<file path="src/hdl/mess_pkg.sv">
// Shared types and constants for the square-wave music event synthesiser.
// No dependencies; used by every module in hdl/.
package mess_pkg;

	localparam logic [1:0] KIND_SCORE   = 2'd0;
	localparam logic [1:0] KIND_RENDER  = 2'd1;
	localparam logic [1:0] KIND_RESTART = 2'd2;
	localparam logic [1:0] KIND_UNUSED  = 2'd3;

	localparam logic [0:0] REG_VOLUME = 1'd0;
	localparam logic [0:0] REG_BURST  = 1'd1;

	// Event types carried in bits 6:4 of a descriptor.
	localparam logic [2:0] EV_RELEASE = 3'd0;
	localparam logic [2:0] EV_PRESS   = 3'd1;
	localparam logic [2:0] EV_PITCH   = 3'd2;
	localparam logic [2:0] EV_SYSTEM  = 3'd3;
	localparam logic [2:0] EV_CTRL    = 3'd4;

	localparam logic [3:0] DRUM_CHANNEL = 4'd15;
	localparam logic [31:0] LCG_MUL = 32'd1103515245;
	localparam logic [31:0] LCG_ADD = 32'd12345;
	localparam logic [31:0] SEED_RESET = 32'd12345;
	localparam logic [7:0] VOLUME_RESET = 8'd100;
	localparam logic [15:0] BURST_RESET = 16'd551;

	typedef struct packed {
		logic [1:0] kind;
		logic [7:0] score_byte;
	} in_item_t;

	typedef struct packed {
		logic [7:0]  sample;
		logic        sample_valid;
		logic        delta_valid;
		logic [31:0] delta_ticks;
		logic        score_end;
		logic [4:0]  voice_count;
	} out_item_t;

	// Parser phases, one-hot.
	typedef enum logic [5:0] {
		PH_DESC    = 6'b000001,
		PH_RELEASE = 6'b000010,
		PH_PRESS   = 6'b000100,
		PH_VELO    = 6'b001000,
		PH_SKIP    = 6'b010000,
		PH_DELTA   = 6'b100000
	} phase_t;

	// Back-end sequencer states, one-hot.
	typedef enum logic [5:0] {
		BE_IDLE  = 6'b000001,
		BE_VOICE = 6'b000010,
		BE_NOISE = 6'b000100,
		BE_MUL   = 6'b001000,
		BE_DIV   = 6'b010000,
		BE_OUT   = 6'b100000
	} be_state_t;

	// Command handed from the front part to the back part.
	typedef struct packed {
		logic        render;
		logic        restart;
		logic        note_wr;
		logic [3:0]  note_ch;
		logic [6:0]  note_key;
		logic        phase_clr;
		logic        drum_load;
		logic        delta_valid;
		logic [31:0] delta_ticks;
		logic        score_end;
	} cmd_t;

	function automatic logic [13:0] note_hz(input logic [6:0] n);
		logic [13:0] r;
		case (n)
			7'd0: r = 14'd8; 7'd1: r = 14'd9; 7'd2: r = 14'd9; 7'd3: r = 14'd10;
			7'd4: r = 14'd10; 7'd5: r = 14'd11; 7'd6: r = 14'd12; 7'd7: r = 14'd12;
			7'd8: r = 14'd13; 7'd9: r = 14'd14; 7'd10: r = 14'd15; 7'd11: r = 14'd15;
			7'd12: r = 14'd16; 7'd13: r = 14'd17; 7'd14: r = 14'd18; 7'd15: r = 14'd19;
			7'd16: r = 14'd21; 7'd17: r = 14'd22; 7'd18: r = 14'd23; 7'd19: r = 14'd24;
			7'd20: r = 14'd26; 7'd21: r = 14'd28; 7'd22: r = 14'd29; 7'd23: r = 14'd31;
			7'd24: r = 14'd33; 7'd25: r = 14'd35; 7'd26: r = 14'd37; 7'd27: r = 14'd39;
			7'd28: r = 14'd41; 7'd29: r = 14'd44; 7'd30: r = 14'd46; 7'd31: r = 14'd49;
			7'd32: r = 14'd52; 7'd33: r = 14'd55; 7'd34: r = 14'd58; 7'd35: r = 14'd62;
			7'd36: r = 14'd65; 7'd37: r = 14'd69; 7'd38: r = 14'd73; 7'd39: r = 14'd78;
			7'd40: r = 14'd82; 7'd41: r = 14'd87; 7'd42: r = 14'd92; 7'd43: r = 14'd98;
			7'd44: r = 14'd104; 7'd45: r = 14'd110; 7'd46: r = 14'd117; 7'd47: r = 14'd123;
			7'd48: r = 14'd131; 7'd49: r = 14'd139; 7'd50: r = 14'd147; 7'd51: r = 14'd156;
			7'd52: r = 14'd165; 7'd53: r = 14'd175; 7'd54: r = 14'd185; 7'd55: r = 14'd196;
			7'd56: r = 14'd208; 7'd57: r = 14'd220; 7'd58: r = 14'd233; 7'd59: r = 14'd247;
			7'd60: r = 14'd262; 7'd61: r = 14'd277; 7'd62: r = 14'd294; 7'd63: r = 14'd311;
			7'd64: r = 14'd330; 7'd65: r = 14'd349; 7'd66: r = 14'd370; 7'd67: r = 14'd392;
			7'd68: r = 14'd415; 7'd69: r = 14'd440; 7'd70: r = 14'd466; 7'd71: r = 14'd494;
			7'd72: r = 14'd523; 7'd73: r = 14'd554; 7'd74: r = 14'd587; 7'd75: r = 14'd622;
			7'd76: r = 14'd659; 7'd77: r = 14'd698; 7'd78: r = 14'd740; 7'd79: r = 14'd784;
			7'd80: r = 14'd831; 7'd81: r = 14'd880; 7'd82: r = 14'd932; 7'd83: r = 14'd988;
			7'd84: r = 14'd1047; 7'd85: r = 14'd1109; 7'd86: r = 14'd1175; 7'd87: r = 14'd1245;
			7'd88: r = 14'd1319; 7'd89: r = 14'd1397; 7'd90: r = 14'd1480; 7'd91: r = 14'd1568;
			7'd92: r = 14'd1661; 7'd93: r = 14'd1760; 7'd94: r = 14'd1865; 7'd95: r = 14'd1976;
			7'd96: r = 14'd2093; 7'd97: r = 14'd2217; 7'd98: r = 14'd2349; 7'd99: r = 14'd2489;
			7'd100: r = 14'd2637; 7'd101: r = 14'd2794; 7'd102: r = 14'd2960;
			7'd103: r = 14'd3136; 7'd104: r = 14'd3322; 7'd105: r = 14'd3520;
			7'd106: r = 14'd3729; 7'd107: r = 14'd3951; 7'd108: r = 14'd4186;
			7'd109: r = 14'd4435; 7'd110: r = 14'd4699; 7'd111: r = 14'd4978;
			7'd112: r = 14'd5274; 7'd113: r = 14'd5588; 7'd114: r = 14'd5920;
			7'd115: r = 14'd6272; 7'd116: r = 14'd6645; 7'd117: r = 14'd7040;
			7'd118: r = 14'd7459; 7'd119: r = 14'd7902; 7'd120: r = 14'd8372;
			7'd121: r = 14'd8870; 7'd122: r = 14'd9397; 7'd123: r = 14'd9956;
			7'd124: r = 14'd10548; 7'd125: r = 14'd11175; 7'd126: r = 14'd11840;
			default: r = 14'd12544;
		endcase
		return r;
	endfunction

endpackage

</file>
<file path="src/hdl/mess_front.sv">
// Front part: accepts input items and runs the score byte parser.
// Depends on mess_pkg; keeps a shadow of the note store to decide releases.
module mess_front (
	input  logic               clk,
	input  logic               arst_n,
	input  logic               in_valid,
	input  mess_pkg::in_item_t in_item,
	output logic               in_stall,
	output logic               cmd_valid,
	output mess_pkg::cmd_t     cmd,
	input  logic               cmd_full
);
	mess_pkg::phase_t phase_q;
	logic [3:0]  chan_q;
	logic [1:0]  skip_q;
	logic        last_q;
	logic [31:0] delta_q;
	logic        ended_q;
	logic [6:0]  notes_q [16];

	logic [7:0] b;
	logic [6:0] key;
	logic       accept;
	mess_pkg::phase_t phase_d;
	logic [2:0] etype;

	assign in_stall = cmd_full;
	assign accept = in_valid && !cmd_full;
	assign cmd_valid = accept;
	assign b = in_item.score_byte;
	assign key = b[6:0];
	assign etype = b[6:4];

	function automatic mess_pkg::phase_t done_phase(input logic last);
		return last ? mess_pkg::PH_DELTA : mess_pkg::PH_DESC;
	endfunction

	always_comb begin
		cmd = '0;
		phase_d = phase_q;
		cmd.render = (in_item.kind == mess_pkg::KIND_RENDER);
		cmd.restart = (in_item.kind == mess_pkg::KIND_RESTART);
		cmd.note_ch = chan_q;
		cmd.note_key = key;
		if (in_item.kind == mess_pkg::KIND_SCORE && !ended_q) begin
			case (phase_q)
				mess_pkg::PH_DESC: begin
					case (etype)
						mess_pkg::EV_RELEASE: phase_d = mess_pkg::PH_RELEASE;
						mess_pkg::EV_PRESS: phase_d = mess_pkg::PH_PRESS;
						mess_pkg::EV_PITCH, mess_pkg::EV_SYSTEM, mess_pkg::EV_CTRL:
							phase_d = mess_pkg::PH_SKIP;
						default: begin
							phase_d = mess_pkg::PH_DESC;
							cmd.score_end = 1'b1;
						end
					endcase
				end
				mess_pkg::PH_RELEASE: begin
					if (chan_q != mess_pkg::DRUM_CHANNEL && notes_q[chan_q] == key) begin
						cmd.note_wr = 1'b1;
						cmd.note_key = '0;
					end
					phase_d = done_phase(last_q);
				end
				mess_pkg::PH_PRESS: begin
					if (chan_q != mess_pkg::DRUM_CHANNEL) begin
						cmd.note_wr = 1'b1;
						cmd.phase_clr = (notes_q[chan_q] != key);
					end else begin
						cmd.drum_load = 1'b1;
					end
					phase_d = b[7] ? mess_pkg::PH_VELO : done_phase(last_q);
				end
				mess_pkg::PH_VELO: phase_d = done_phase(last_q);
				mess_pkg::PH_SKIP: begin
					if (skip_q <= 2'd1) phase_d = done_phase(last_q);
				end
				mess_pkg::PH_DELTA: begin
					if (!b[7]) begin
						cmd.delta_valid = 1'b1;
						cmd.delta_ticks = {delta_q[24:0], key};
						phase_d = mess_pkg::PH_DESC;
					end
				end
				default: phase_d = mess_pkg::PH_DESC;
			endcase
		end
	end

	always_ff @(posedge clk or negedge arst_n) begin
		if (!arst_n) begin
			phase_q <= mess_pkg::PH_DESC;
			chan_q <= '0;
			skip_q <= '0;
			last_q <= 1'b0;
			delta_q <= '0;
			ended_q <= 1'b0;
			for (int i = 0; i < 16; i++) notes_q[i] <= '0;
		end else if (accept) begin
			if (cmd.restart) begin
				phase_q <= mess_pkg::PH_DESC;
				chan_q <= '0;
				skip_q <= '0;
				last_q <= 1'b0;
				delta_q <= '0;
				ended_q <= 1'b0;
				for (int i = 0; i < 16; i++) notes_q[i] <= '0;
			end else if (in_item.kind == mess_pkg::KIND_SCORE && !ended_q) begin
				phase_q <= phase_d;
				if (cmd.note_wr) notes_q[chan_q] <= cmd.note_key;
				if (cmd.score_end) ended_q <= 1'b1;
				case (phase_q)
					mess_pkg::PH_DESC: begin
						chan_q <= b[3:0];
						last_q <= b[7];
						skip_q <= (etype == mess_pkg::EV_CTRL) ? 2'd2 : 2'd1;
						delta_q <= '0;
					end
					mess_pkg::PH_SKIP: skip_q <= skip_q - 2'd1;
					mess_pkg::PH_DELTA: delta_q <= b[7] ? {delta_q[24:0], key} : '0;
					default: ;
				endcase
			end
		end
	end

	// A score end leaves the parser waiting for a descriptor.
	a_end_desc: assert property (@(posedge clk) disable iff (!arst_n)
		accept && cmd.score_end |=> phase_q == mess_pkg::PH_DESC && ended_q)
		else $error("score end did not stop the parser");
	a_delta_desc: assert property (@(posedge clk) disable iff (!arst_n)
		accept && cmd.delta_valid |=> phase_q == mess_pkg::PH_DESC)
		else $error("delta did not return to descriptor");
	a_one_cmd: assert property (@(posedge clk) disable iff (!arst_n)
		cmd_valid |-> !(cmd.render && (cmd.note_wr || cmd.delta_valid)))
		else $error("render command carries parser effects");
endmodule

</file>
<file path="src/hdl/mess_queue.sv">
// Short command queue between the parser and the renderer.
// Depends on mess_pkg for the command type.
module mess_queue #(
	parameter int DEPTH = 4
) (
	input  logic           clk,
	input  logic           arst_n,
	input  logic           push,
	input  mess_pkg::cmd_t push_cmd,
	output logic           full,
	output logic           not_empty,
	output mess_pkg::cmd_t head,
	input  logic           pop
);
	localparam int AW = $clog2(DEPTH);
	mess_pkg::cmd_t mem_q [DEPTH];
	logic [AW-1:0] wr_q, rd_q;
	logic [AW:0]   cnt_q;

	assign full = (cnt_q == (AW+1)'(DEPTH));
	assign not_empty = (cnt_q != '0);
	assign head = mem_q[rd_q];

	always_ff @(posedge clk) begin
		if (push) mem_q[wr_q] <= push_cmd;
	end

	always_ff @(posedge clk or negedge arst_n) begin
		if (!arst_n) begin
			wr_q <= '0;
			rd_q <= '0;
			cnt_q <= '0;
		end else begin
			if (push) wr_q <= (wr_q == AW'(DEPTH-1)) ? '0 : wr_q + 1'b1;
			if (pop) rd_q <= (rd_q == AW'(DEPTH-1)) ? '0 : rd_q + 1'b1;
			cnt_q <= cnt_q + (AW+1)'(push) - (AW+1)'(pop);
		end
	end

	a_no_over: assert property (@(posedge clk) disable iff (!arst_n) full |-> !push)
		else $error("queue overflow");
	a_no_under: assert property (@(posedge clk) disable iff (!arst_n) !not_empty |-> !pop)
		else $error("queue underflow");
	a_cnt: assert property (@(posedge clk) disable iff (!arst_n)
		cnt_q <= (AW+1)'(DEPTH))
		else $error("queue count out of range");
endmodule

</file>
<file path="src/hdl/mess_back.sv">
// Back part: note and phase store, voice walk, noise, scaling and division.
// Depends on mess_pkg; one command is carried out at a time.
module mess_back #(
	parameter int VOICES = 16,
	parameter int SAMPLE_RATE = 22050
) (
	input  logic                clk,
	input  logic                arst_n,
	input  logic [7:0]          volume,
	input  logic [15:0]         drum_burst_length,
	input  logic                cmd_avail,
	input  mess_pkg::cmd_t      cmd,
	output logic                cmd_pop,
	output logic                res_valid,
	output mess_pkg::out_item_t res,
	input  logic                res_stall
);
	localparam int NV = (VOICES < 16) ? VOICES : 16;
	localparam logic [15:0] SR = 16'(SAMPLE_RATE);
	localparam logic [15:0] HALF = 16'(SAMPLE_RATE / 2);

	mess_pkg::be_state_t st_q;
	logic [6:0]  notes_q [16];
	logic [15:0] phases_q [16];
	logic [15:0] drum_q;
	logic [31:0] seed_q;
	logic [3:0]  ch_q;
	logic signed [5:0]  sum_q;
	logic [4:0]  nact_q;
	logic        out_v_q;
	mess_pkg::out_item_t out_q;
	logic signed [13:0] prod_q;
	logic [13:0] mag_q;
	logic [13:0] quo_q;
	logic [3:0]  dstep_q;
	logic [13:0] rem_q;
	logic        neg_q;

	logic [16:0] p0, p1, p2;
	logic [6:0]  nt;
	logic        active;
	logic [31:0] seed_nx;
	logic [14:0] trial;
	logic signed [14:0] sv;
	logic signed [14:0] prod_c;
	logic [7:0]  smp;

	assign nt = notes_q[ch_q];
	assign active = (nt != '0) && (ch_q != mess_pkg::DRUM_CHANNEL);
	assign p0 = {1'b0, phases_q[ch_q]} + {3'b0, mess_pkg::note_hz(nt)};
	assign p1 = (p0 >= {1'b0, SR}) ? p0 - {1'b0, SR} : p0;
	assign p2 = (p1 >= {1'b0, SR}) ? p1 - {1'b0, SR} : p1;
	assign seed_nx = seed_q * mess_pkg::LCG_MUL + mess_pkg::LCG_ADD;
	assign prod_c = sum_q * $signed({1'b0, volume});
	assign trial = {rem_q, mag_q[13 - dstep_q]};
	assign cmd_pop = cmd_avail && (st_q == mess_pkg::BE_IDLE) && !out_v_q;
	assign res_valid = out_v_q;
	assign res = out_q;

	always_comb begin
		sv = neg_q ? -$signed({1'b0, quo_q}) : $signed({1'b0, quo_q});
		if (sv > 15'sd127) smp = 8'd255;
		else if (sv < -15'sd128) smp = 8'd0;
		else smp = 8'(sv + 15'sd128);
	end

	always_ff @(posedge clk or negedge arst_n) begin
		if (!arst_n) begin
			st_q <= mess_pkg::BE_IDLE;
			for (int i = 0; i < 16; i++) begin
				notes_q[i] <= '0;
				phases_q[i] <= '0;
			end
			drum_q <= '0;
			seed_q <= mess_pkg::SEED_RESET;
			out_v_q <= 1'b0;
			ch_q <= '0;
			sum_q <= '0;
			nact_q <= '0;
		end else begin
			if (out_v_q && !res_stall) out_v_q <= 1'b0;
			case (st_q)
				mess_pkg::BE_IDLE: begin
					if (cmd_pop) begin
						if (cmd.render) begin
							ch_q <= '0;
							sum_q <= '0;
							nact_q <= '0;
							st_q <= mess_pkg::BE_VOICE;
						end else begin
							if (cmd.restart) begin
								for (int i = 0; i < 16; i++) begin
									notes_q[i] <= '0;
									phases_q[i] <= '0;
								end
								drum_q <= '0;
								seed_q <= mess_pkg::SEED_RESET;
							end else begin
								if (cmd.note_wr) notes_q[cmd.note_ch] <= cmd.note_key;
								if (cmd.phase_clr) phases_q[cmd.note_ch] <= '0;
								if (cmd.drum_load) drum_q <= drum_burst_length;
							end
							out_q <= '{sample: 8'h80, sample_valid: 1'b0,
								delta_valid: cmd.delta_valid, delta_ticks: cmd.delta_ticks,
								score_end: cmd.score_end, voice_count: 5'd0};
							out_v_q <= 1'b1;
						end
					end
				end
				mess_pkg::BE_VOICE: begin
					if (active) begin
						phases_q[ch_q] <= p2[15:0];
						sum_q <= sum_q + ((p2[15:0] < HALF) ? 6'sd1 : -6'sd1);
						nact_q <= nact_q + 5'd1;
					end
					if (ch_q == 4'(NV - 1)) st_q <= mess_pkg::BE_NOISE;
					else ch_q <= ch_q + 4'd1;
				end
				mess_pkg::BE_NOISE: begin
					if (drum_q != '0) begin
						seed_q <= seed_nx;
						sum_q <= sum_q + (seed_nx[16] ? 6'sd1 : -6'sd1);
						nact_q <= nact_q + 5'd1;
						drum_q <= drum_q - 16'd1;
					end
					st_q <= mess_pkg::BE_MUL;
				end
				mess_pkg::BE_MUL: begin
					prod_q <= prod_c[13:0];
					neg_q <= sum_q < 0;
					mag_q <= (sum_q < 0) ? 14'(-prod_c) : prod_c[13:0];
					rem_q <= '0;
					quo_q <= '0;
					dstep_q <= '0;
					st_q <= (nact_q == '0) ? mess_pkg::BE_OUT : mess_pkg::BE_DIV;
				end
				mess_pkg::BE_DIV: begin
					// Restoring division, one quotient bit per cycle (truncates toward zero).
					if (trial >= {10'b0, nact_q}) begin
						rem_q <= 14'(trial - {10'b0, nact_q});
						quo_q <= {quo_q[12:0], 1'b1};
					end else begin
						rem_q <= trial[13:0];
						quo_q <= {quo_q[12:0], 1'b0};
					end
					if (dstep_q == 4'd13) st_q <= mess_pkg::BE_OUT;
					dstep_q <= dstep_q + 4'd1;
				end
				mess_pkg::BE_OUT: begin
					out_q <= '{sample: (nact_q == '0) ? 8'h80 : smp, sample_valid: 1'b1,
						delta_valid: 1'b0, delta_ticks: 32'd0, score_end: 1'b0,
						voice_count: nact_q};
					out_v_q <= 1'b1;
					st_q <= mess_pkg::BE_IDLE;
				end
				default: st_q <= mess_pkg::BE_IDLE;
			endcase
		end
	end

	a_sum: assert property (@(posedge clk) disable iff (!arst_n)
		st_q == mess_pkg::BE_MUL |-> nact_q <= 5'd16)
		else $error("too many voices");
	a_prod: assert property (@(posedge clk) disable iff (!arst_n)
		st_q == mess_pkg::BE_DIV |-> (prod_q < 0) == neg_q || prod_q == 0)
		else $error("sign lost");
	a_out: assert property (@(posedge clk) disable iff (!arst_n)
		st_q == mess_pkg::BE_OUT |=> out_v_q && out_q.sample_valid)
		else $error("render result not posted");
endmodule

</file>
<file path="src/hdl/music_event_square_synth_top.sv">
// Top level of the square-wave music event synthesiser.
// Depends on mess_pkg, mess_front, mess_queue and mess_back.
//
// Usage. Input items (kind, score_byte) arrive on in_valid/in_stall; each transfer
// yields exactly one result on out_valid/out_stall, in order. A transfer happens at
// a clock edge where valid is high and stall is low.
// The front part parses score bytes and issues one command per item into a
// four-entry queue; the back part carries commands out one at a time.
// A score, restart or unused item is carried out by the back part from its idle state.
// A render item walks min(VOICES, 16) channels one a cycle, then takes a noise step,
// a multiply step, the bit-serial divide steps (skipped when no voice is active) and
// an output step; this voice walk and the bit-serial divider set the sustained render
// rate.
// When the receiver stalls, the result register holds, the back part stops taking
// commands, the queue fills and in_stall then rises.
// Reset (arst_n low) clears notes, phases, burst, seed and parser, and sets volume
// to 100 and drum_burst_length to 551. Configuration writes (cfg_we, cfg_index,
// cfg_data) take effect at the next edge and should only be made when idle.
module music_event_square_synth_top #(
	parameter int VOICES = 16,
	parameter int SAMPLE_RATE = 22050
) (
	input  logic                clk,
	input  logic                arst_n,
	input  logic                in_valid,
	input  mess_pkg::in_item_t  in_item,
	output logic                in_stall,
	output logic                out_valid,
	output mess_pkg::out_item_t out_item,
	input  logic                out_stall,
	input  logic                cfg_we,
	input  logic [0:0]          cfg_index,
	input  logic [15:0]         cfg_data
);
	logic [7:0]  volume_q;
	logic [15:0] burst_q;
	logic           cmd_push, q_full, q_ne, q_pop;
	mess_pkg::cmd_t cmd_in, cmd_head;

	always_ff @(posedge clk or negedge arst_n) begin
		if (!arst_n) begin
			volume_q <= mess_pkg::VOLUME_RESET;
			burst_q <= mess_pkg::BURST_RESET;
		end else if (cfg_we) begin
			case (cfg_index)
				mess_pkg::REG_VOLUME: volume_q <= cfg_data[7:0];
				mess_pkg::REG_BURST: burst_q <= cfg_data;
				default: ;
			endcase
		end
	end

	mess_front u_front (
		.clk, .arst_n, .in_valid, .in_item, .in_stall,
		.cmd_valid(cmd_push), .cmd(cmd_in), .cmd_full(q_full)
	);

	mess_queue #(.DEPTH(4)) u_queue (
		.clk, .arst_n, .push(cmd_push), .push_cmd(cmd_in), .full(q_full),
		.not_empty(q_ne), .head(cmd_head), .pop(q_pop)
	);

	mess_back #(.VOICES(VOICES), .SAMPLE_RATE(SAMPLE_RATE)) u_back (
		.clk, .arst_n, .volume(volume_q), .drum_burst_length(burst_q),
		.cmd_avail(q_ne), .cmd(cmd_head), .cmd_pop(q_pop),
		.res_valid(out_valid), .res(out_item), .res_stall(out_stall)
	);
endmodule

</file>
<file path="config.mk">
export PLATFORM = sky130hd
export DESIGN_NAME = music_event_square_synth_top
export DESIGN_NICKNAME = d
export VERILOG_FILES = /design/src/hdl/mess_pkg.sv /design/src/hdl/mess_front.sv /design/src/hdl/mess_queue.sv /design/src/hdl/mess_back.sv /design/src/hdl/music_event_square_synth_top.sv
export SDC_FILE = /design/constraint.sdc
export NUM_CORES = 2
export LEC_CHECK = 0
export ABC_AREA = 0
export BUFFER_PORTS_ARGS = -buffer_cell sky130_fd_sc_hd__clkbuf_2
export CORE_ASPECT_RATIO = 1.75
export CORE_UTILIZATION = 35
export DETAILED_ROUTE_END_ITERATION = 8
export HOLD_SLACK_MARGIN = 0.02
export PLACE_DENSITY = 0.49
export SLEW_MARGIN = 5
export SYNTH_ARGS = -nofsm -noshare
export SYNTH_HDL_FRONTEND = slang
export SYNTH_SLANG_ARGS = --single-unit
export TNS_END_PERCENT = 50
</file>
<file path="constraint.sdc">
create_clock -name clk -period 11.31 [get_ports clk]
set_clock_uncertainty 0.15 [all_clocks]
set_input_delay 0 -clock clk [delete_from_list [all_inputs] [get_ports clk]]
set_output_delay 0 -clock clk [all_outputs]
set_load 0.05 [all_outputs]
</file>
==> results.md <==
Drt:
- The wire length on met2 is 77000 um.
- The total number of vias is 32900.
- The sum of routed wire segments on met1 is ~53000 um.
- The highest metal layer carrying signal wires in the routed design is met4.
- The detailed route wirelength on metal3 is around 3700 um.
- The first detailed-routing pass took 5 iterations.
- Wires add up to ~140000 um.
- Once detail routing completed, the nets flagged for antenna violations numbered 0.
- The remaining design rule violation count is 0.
- The mean number of vias per cell is 5.39.
- After detailed routing, the average wire length per cell comes to 22.8 um.
- The number of DRC markers after the initial detailed-route iteration is 1847.

Finish:
- The area overhead of the layout relative to synthesis is 13.1%.
- The final core area utilization is 40.0%.
- The net count reported at finish is 4499.
- In the final layout, the share of cells above drive strength 1 is 15.3%.

Place:
- Once detailed placement completed, the half-perimeter wirelength came to 96600 um.
- The final weighted congestion of routability-driven global placement is approximately 0.87.
- Before CTS, the worst setup slack after placement is 0.252 ns.
- The number of buffers inserted by port buffering is 81.

Clock network:
- The deepest level of the CTS H-tree is 3.
- The clock buffer count from CTS is 86.
- The clock latency reported for the late side of the worst-skew pair is 0.71 ns.
- The maximum root-to-sink buffer count is 3.
- Clock-pin slew was measured on the worst setup and hold paths at approximately 0.07 ns.
- The clock root buffer is clkbuf_16.
- TritonCTS built the clock tree.
- CTS saw 900 sinks.

Yosys:
- The post-synthesis compound-gate area fraction is approximately 15%.
- The synthesized netlist devotes 10.8% of its cell area to simple gates.
- The number of instances in the synthesized netlist is 4131.
- The number of distinct standard cells referenced by the synthesized netlist is about 100.
- Multiplexer cells account for 10.7% of the synthesized area.
- For this run, the leading register cell type out of synthesis is dfrtp_1.
- The share of the Yosys chip area taken by registers is 50.3%.
- The combinational family with the most area after synthesis is compound AO/OA/AOI/OAI gates.
- The number of warnings printed during yosys synthesis is 0.
- The combined area of all synthesized cells is 0.0477 mm2.
- The fraction of synthesis flops using an asynchronous set or reset pin is 67.2%.
- Summing the areas of all xor and xnor instances in the mapped netlist gives 2.11% of the synthesized area.
- In this run, synthesis produced a sequential element count of 900.
- The synthesized area per cell is 11.6 um2.
- Yosys mapped a number of flops with a built-in enable equal to 295.
- Summing the areas of all fa, ha and maj instances in the mapped netlist gives 7.58% of the synthesized area.
- The total nets after synthesis is 4407.

Timing:
- The aggregate negative setup slack is 0 ns.
- The final critical-path setup slack is 0.702 ns.
- The post-route minimum period is 10.61 ns.
- Setup repair after global routing left no endpoint under its margin.
- The top achievable clock speed is between 90 and 100 MHz.
- The number of hold violations in the final report is 0.
- The part of the cycle the worst path needs is 93.8%.
- The number of pins exceeding their max-slew limit in the final report is 0.
- At the pin with the least slew margin, the transition time is 1.25 ns.
- The final number of setup-violating endpoints is 0.
- The relative slew slack is between 10% and 20%.

Critical path:
- The worst setup path is captured at a register.
- The worst register-to-register path has a setup slack of between 0.7 and 0.8 ns.
- Counting cells, the worst reg-to-reg path comes to 37.
- The origin of the critical flop-to-flop path is u_back.ch_q[0].
- The cell with the largest stage delay on the worst path is mux4_2.
- In this run the worst setup path begins at u_back.ch_q[0].
- The highest cell delay on the worst timing path is 0.69 ns.
- The worst path required time is 11.76 ns.
- STA puts the critical path data arrival time at 11.06 ns.
- STA classifies the critical path startpoint as a register.
- The peak fanout along the critical path is 17.
- The setup path with the least slack is of type reg2reg.

Power and ir drop:
- The clock network burns 18.5% of the power.
- For this design the static power due to leakage is 0.0222 uW.
- The ratio of total power to cell area is 311 mW/mm2.
- The internal portion of the total power is 9270 uW.
- The combinational group share of total power is 56.5%.
- Of the total power, registers draw approximately 25%.
- For this design the total switching power over the nets is roughly 7500 uW.
- Across the VDD grid, the largest voltage drop is 0.000546 V.
- The switching share of total power is 44.7%.

Die:
- The die is 281 um wide.
- The floorplan die area is 0.138 mm2.
- The area of the placeable core is 0.135 mm2.
- From bottom edge to top edge, the die measures 491 um.
- For this design the top-level I/O count stands at 82.
- The initial utilization of the core area, before any placement, comes to 35.4%.
- In this run the core area contains 178 standard-cell rows.

Global route:
- The overall routing resource usage is 20.3%.
- The number of antenna violations at the first check in global routing is 2.
- The global-route congestion overflow total is 0.
- The via count of the first global-routing pass is 34800.
- Entering global routing, the biggest net connects approximately 150 pins.
- The first-pass GRT wire length is 213000 um.

Worst hold path:
- The startpoint of the most critical hold path is cfg_we.
- The kind of path behind the tightest hold check is in2reg.
- The worst hold path passes through 3 cells.

Status:
- The flow ran to the end, and the final reports show no timing, DRC or antenna violations.

Job:
- Across the run, the number of max-cap violations was 0.
==> cell type report <==
cell class | count | area, um2
Fill cell | 13200 | 81000
Sequential cell | 900 | 24000
Multi-Input combinational cell | 2765 | 22100
Clock buffer | 115 | 2400
Tap cell | 1800 | 2250
Timing Repair Buffer | 235 | 1740
Inverter | 235 | 885
Clock inverter | 46 | 616
Antenna cell | 1 | 2.50
==> sequential cells by signal, summed over array words and instances (netlist names), 6 cells and up <==
name / count
u_back.phases_q: 256
u_queue.mem_q: 200
u_back.notes_q: 112
u_front.notes_q: 112
u_back.res: 48
u_front.delta_q: 25
u_back.seed_q: 17
burst_q: 16
u_back.drum_q: 16
u_back.mag_q: 14
u_back.quo_q: 14
u_back.rem_q: 14
volume_q: 8
u_back.st_q: 6
u_back.sum_q: 6
u_front.phase_q: 6
==> cell usage after synthesis (13+ instances only) <==
cell        n  area share [%]
o21bai_1   13            0.20
o22ai_1    16            0.21
nand2_1   567             4.5
buf_1      26            0.20
xnor2_1    89             1.6
or2_2      15            0.20
mux4_2    194             9.2
a22o_1    192             3.5
dfstp_2    16            0.88
o211a_1    13            0.27
nor3_1     42            0.44
edfxtp_1  295              19
a31oi_1    13            0.17
mux2_2     45             1.1
xor2_1     22            0.40
a22oi_1    14            0.22
nor2_1    150             1.2
fa_1       75             3.1
or3_1      16            0.21
nor4_1     16            0.21
clkbuf_1  191             1.5
and2_1    107             1.4
nand2b_1   33            0.43
o31ai_1   126             2.0
mux2i_1    20            0.42
dfrtp_1   589              31
a211oi_1   20            0.31
o21a_1     14            0.22
inv_1     232             1.8
ha_1      169             4.4
o211ai_1   31            0.49
nand3_1    31            0.33
nor2b_1    74            0.97
o21ai_0   315             3.3
a21o_1     20            0.31
a21oi_1   154             1.6
==> placed cells by master (no fill, tap or decap), types with 126 or more instances in the layout <==
cell	synthesis	final
dfrtp_1	589	583
nand2_1	567	566
o21ai_0	315	314
edfxtp_1	295	295
inv_1	232	232
mux4_2	194	194
a22o_1	192	192
ha_1	169	169
a21oi_1	154	153
nor2_1	150	148
o31ai_1	126	126
==> cell families after synthesis <==
family          count (synthesis)
compound gates               1032
fa+ha+maj                     244
mux                           260
xor+xnor                      113
simple gates                 1115
flops                         900
buf+inv                       467
==> per-stage QoR <==
stage | instance area, um2 | hold slack, ns | cells | total power (uW)
2_1_floorplan | 47700 | -0.446 | 4131 | 10800
3_3_place_gp | 50300 | -0.200 | 5870 | 13700
3_5_place_dp | 50300 | -0.199 | 5870 | 13800
4_1_cts | 53800 | 0.0227 | 6082 | 17000
5_1_grt | 54000 | 0.0909 | 6097 | 18100
6_report | 54000 | 0.0459 | 6097 | 16800
==> power by group through the flow <==
stage	clock [uW]	sequential, uW	combinational [uW]
after floorplan	0	4200	6630
after global placement	0	4250	9470
after detailed placement	0	4250	9560
after CTS	3190	4200	9630
after global routing	3290	4230	10500
final	3110	4180	9480
==> path summary, 6_finish.rpt <==
kind	to
worst max-delay path	u_back.sum_q[5]
worst min-delay path	burst_q[0]
worst max register to register	u_back.sum_q[5]
worst min register to register	u_front.notes_q[81]
max in group asynchronous	u_back.phases_q[181]
min in group asynchronous	u_front.delta_q[12]
==> routing by layer <==
metal / track usage [%] / vias up
met5: 0 / -
met4: 7.92 / 0
met3: 2.08 / 236
met2: 38.9 / 611
met1: 22.6 / 16800
li1: - / 15200
==> critical path, delay by kind of cell, from the launching register on <==
kind,cells,cell delay [ns]
fa+ha+maj,4,1.41
flops,1,0.56
mux,3,1.41
simple gates,8,1.94
buf+inv,3,0.44
compound gates,19,4.58
==> repair_timing <==
item,in CTS,in global routing
gates resized for setup,0,11
hold buffers,51,0
endpoints found under the hold margin,461,0
setup endpoints to repair,0,3
buffers inserted,0,13
No activity file was read; power rests on OpenSTA's default activity.
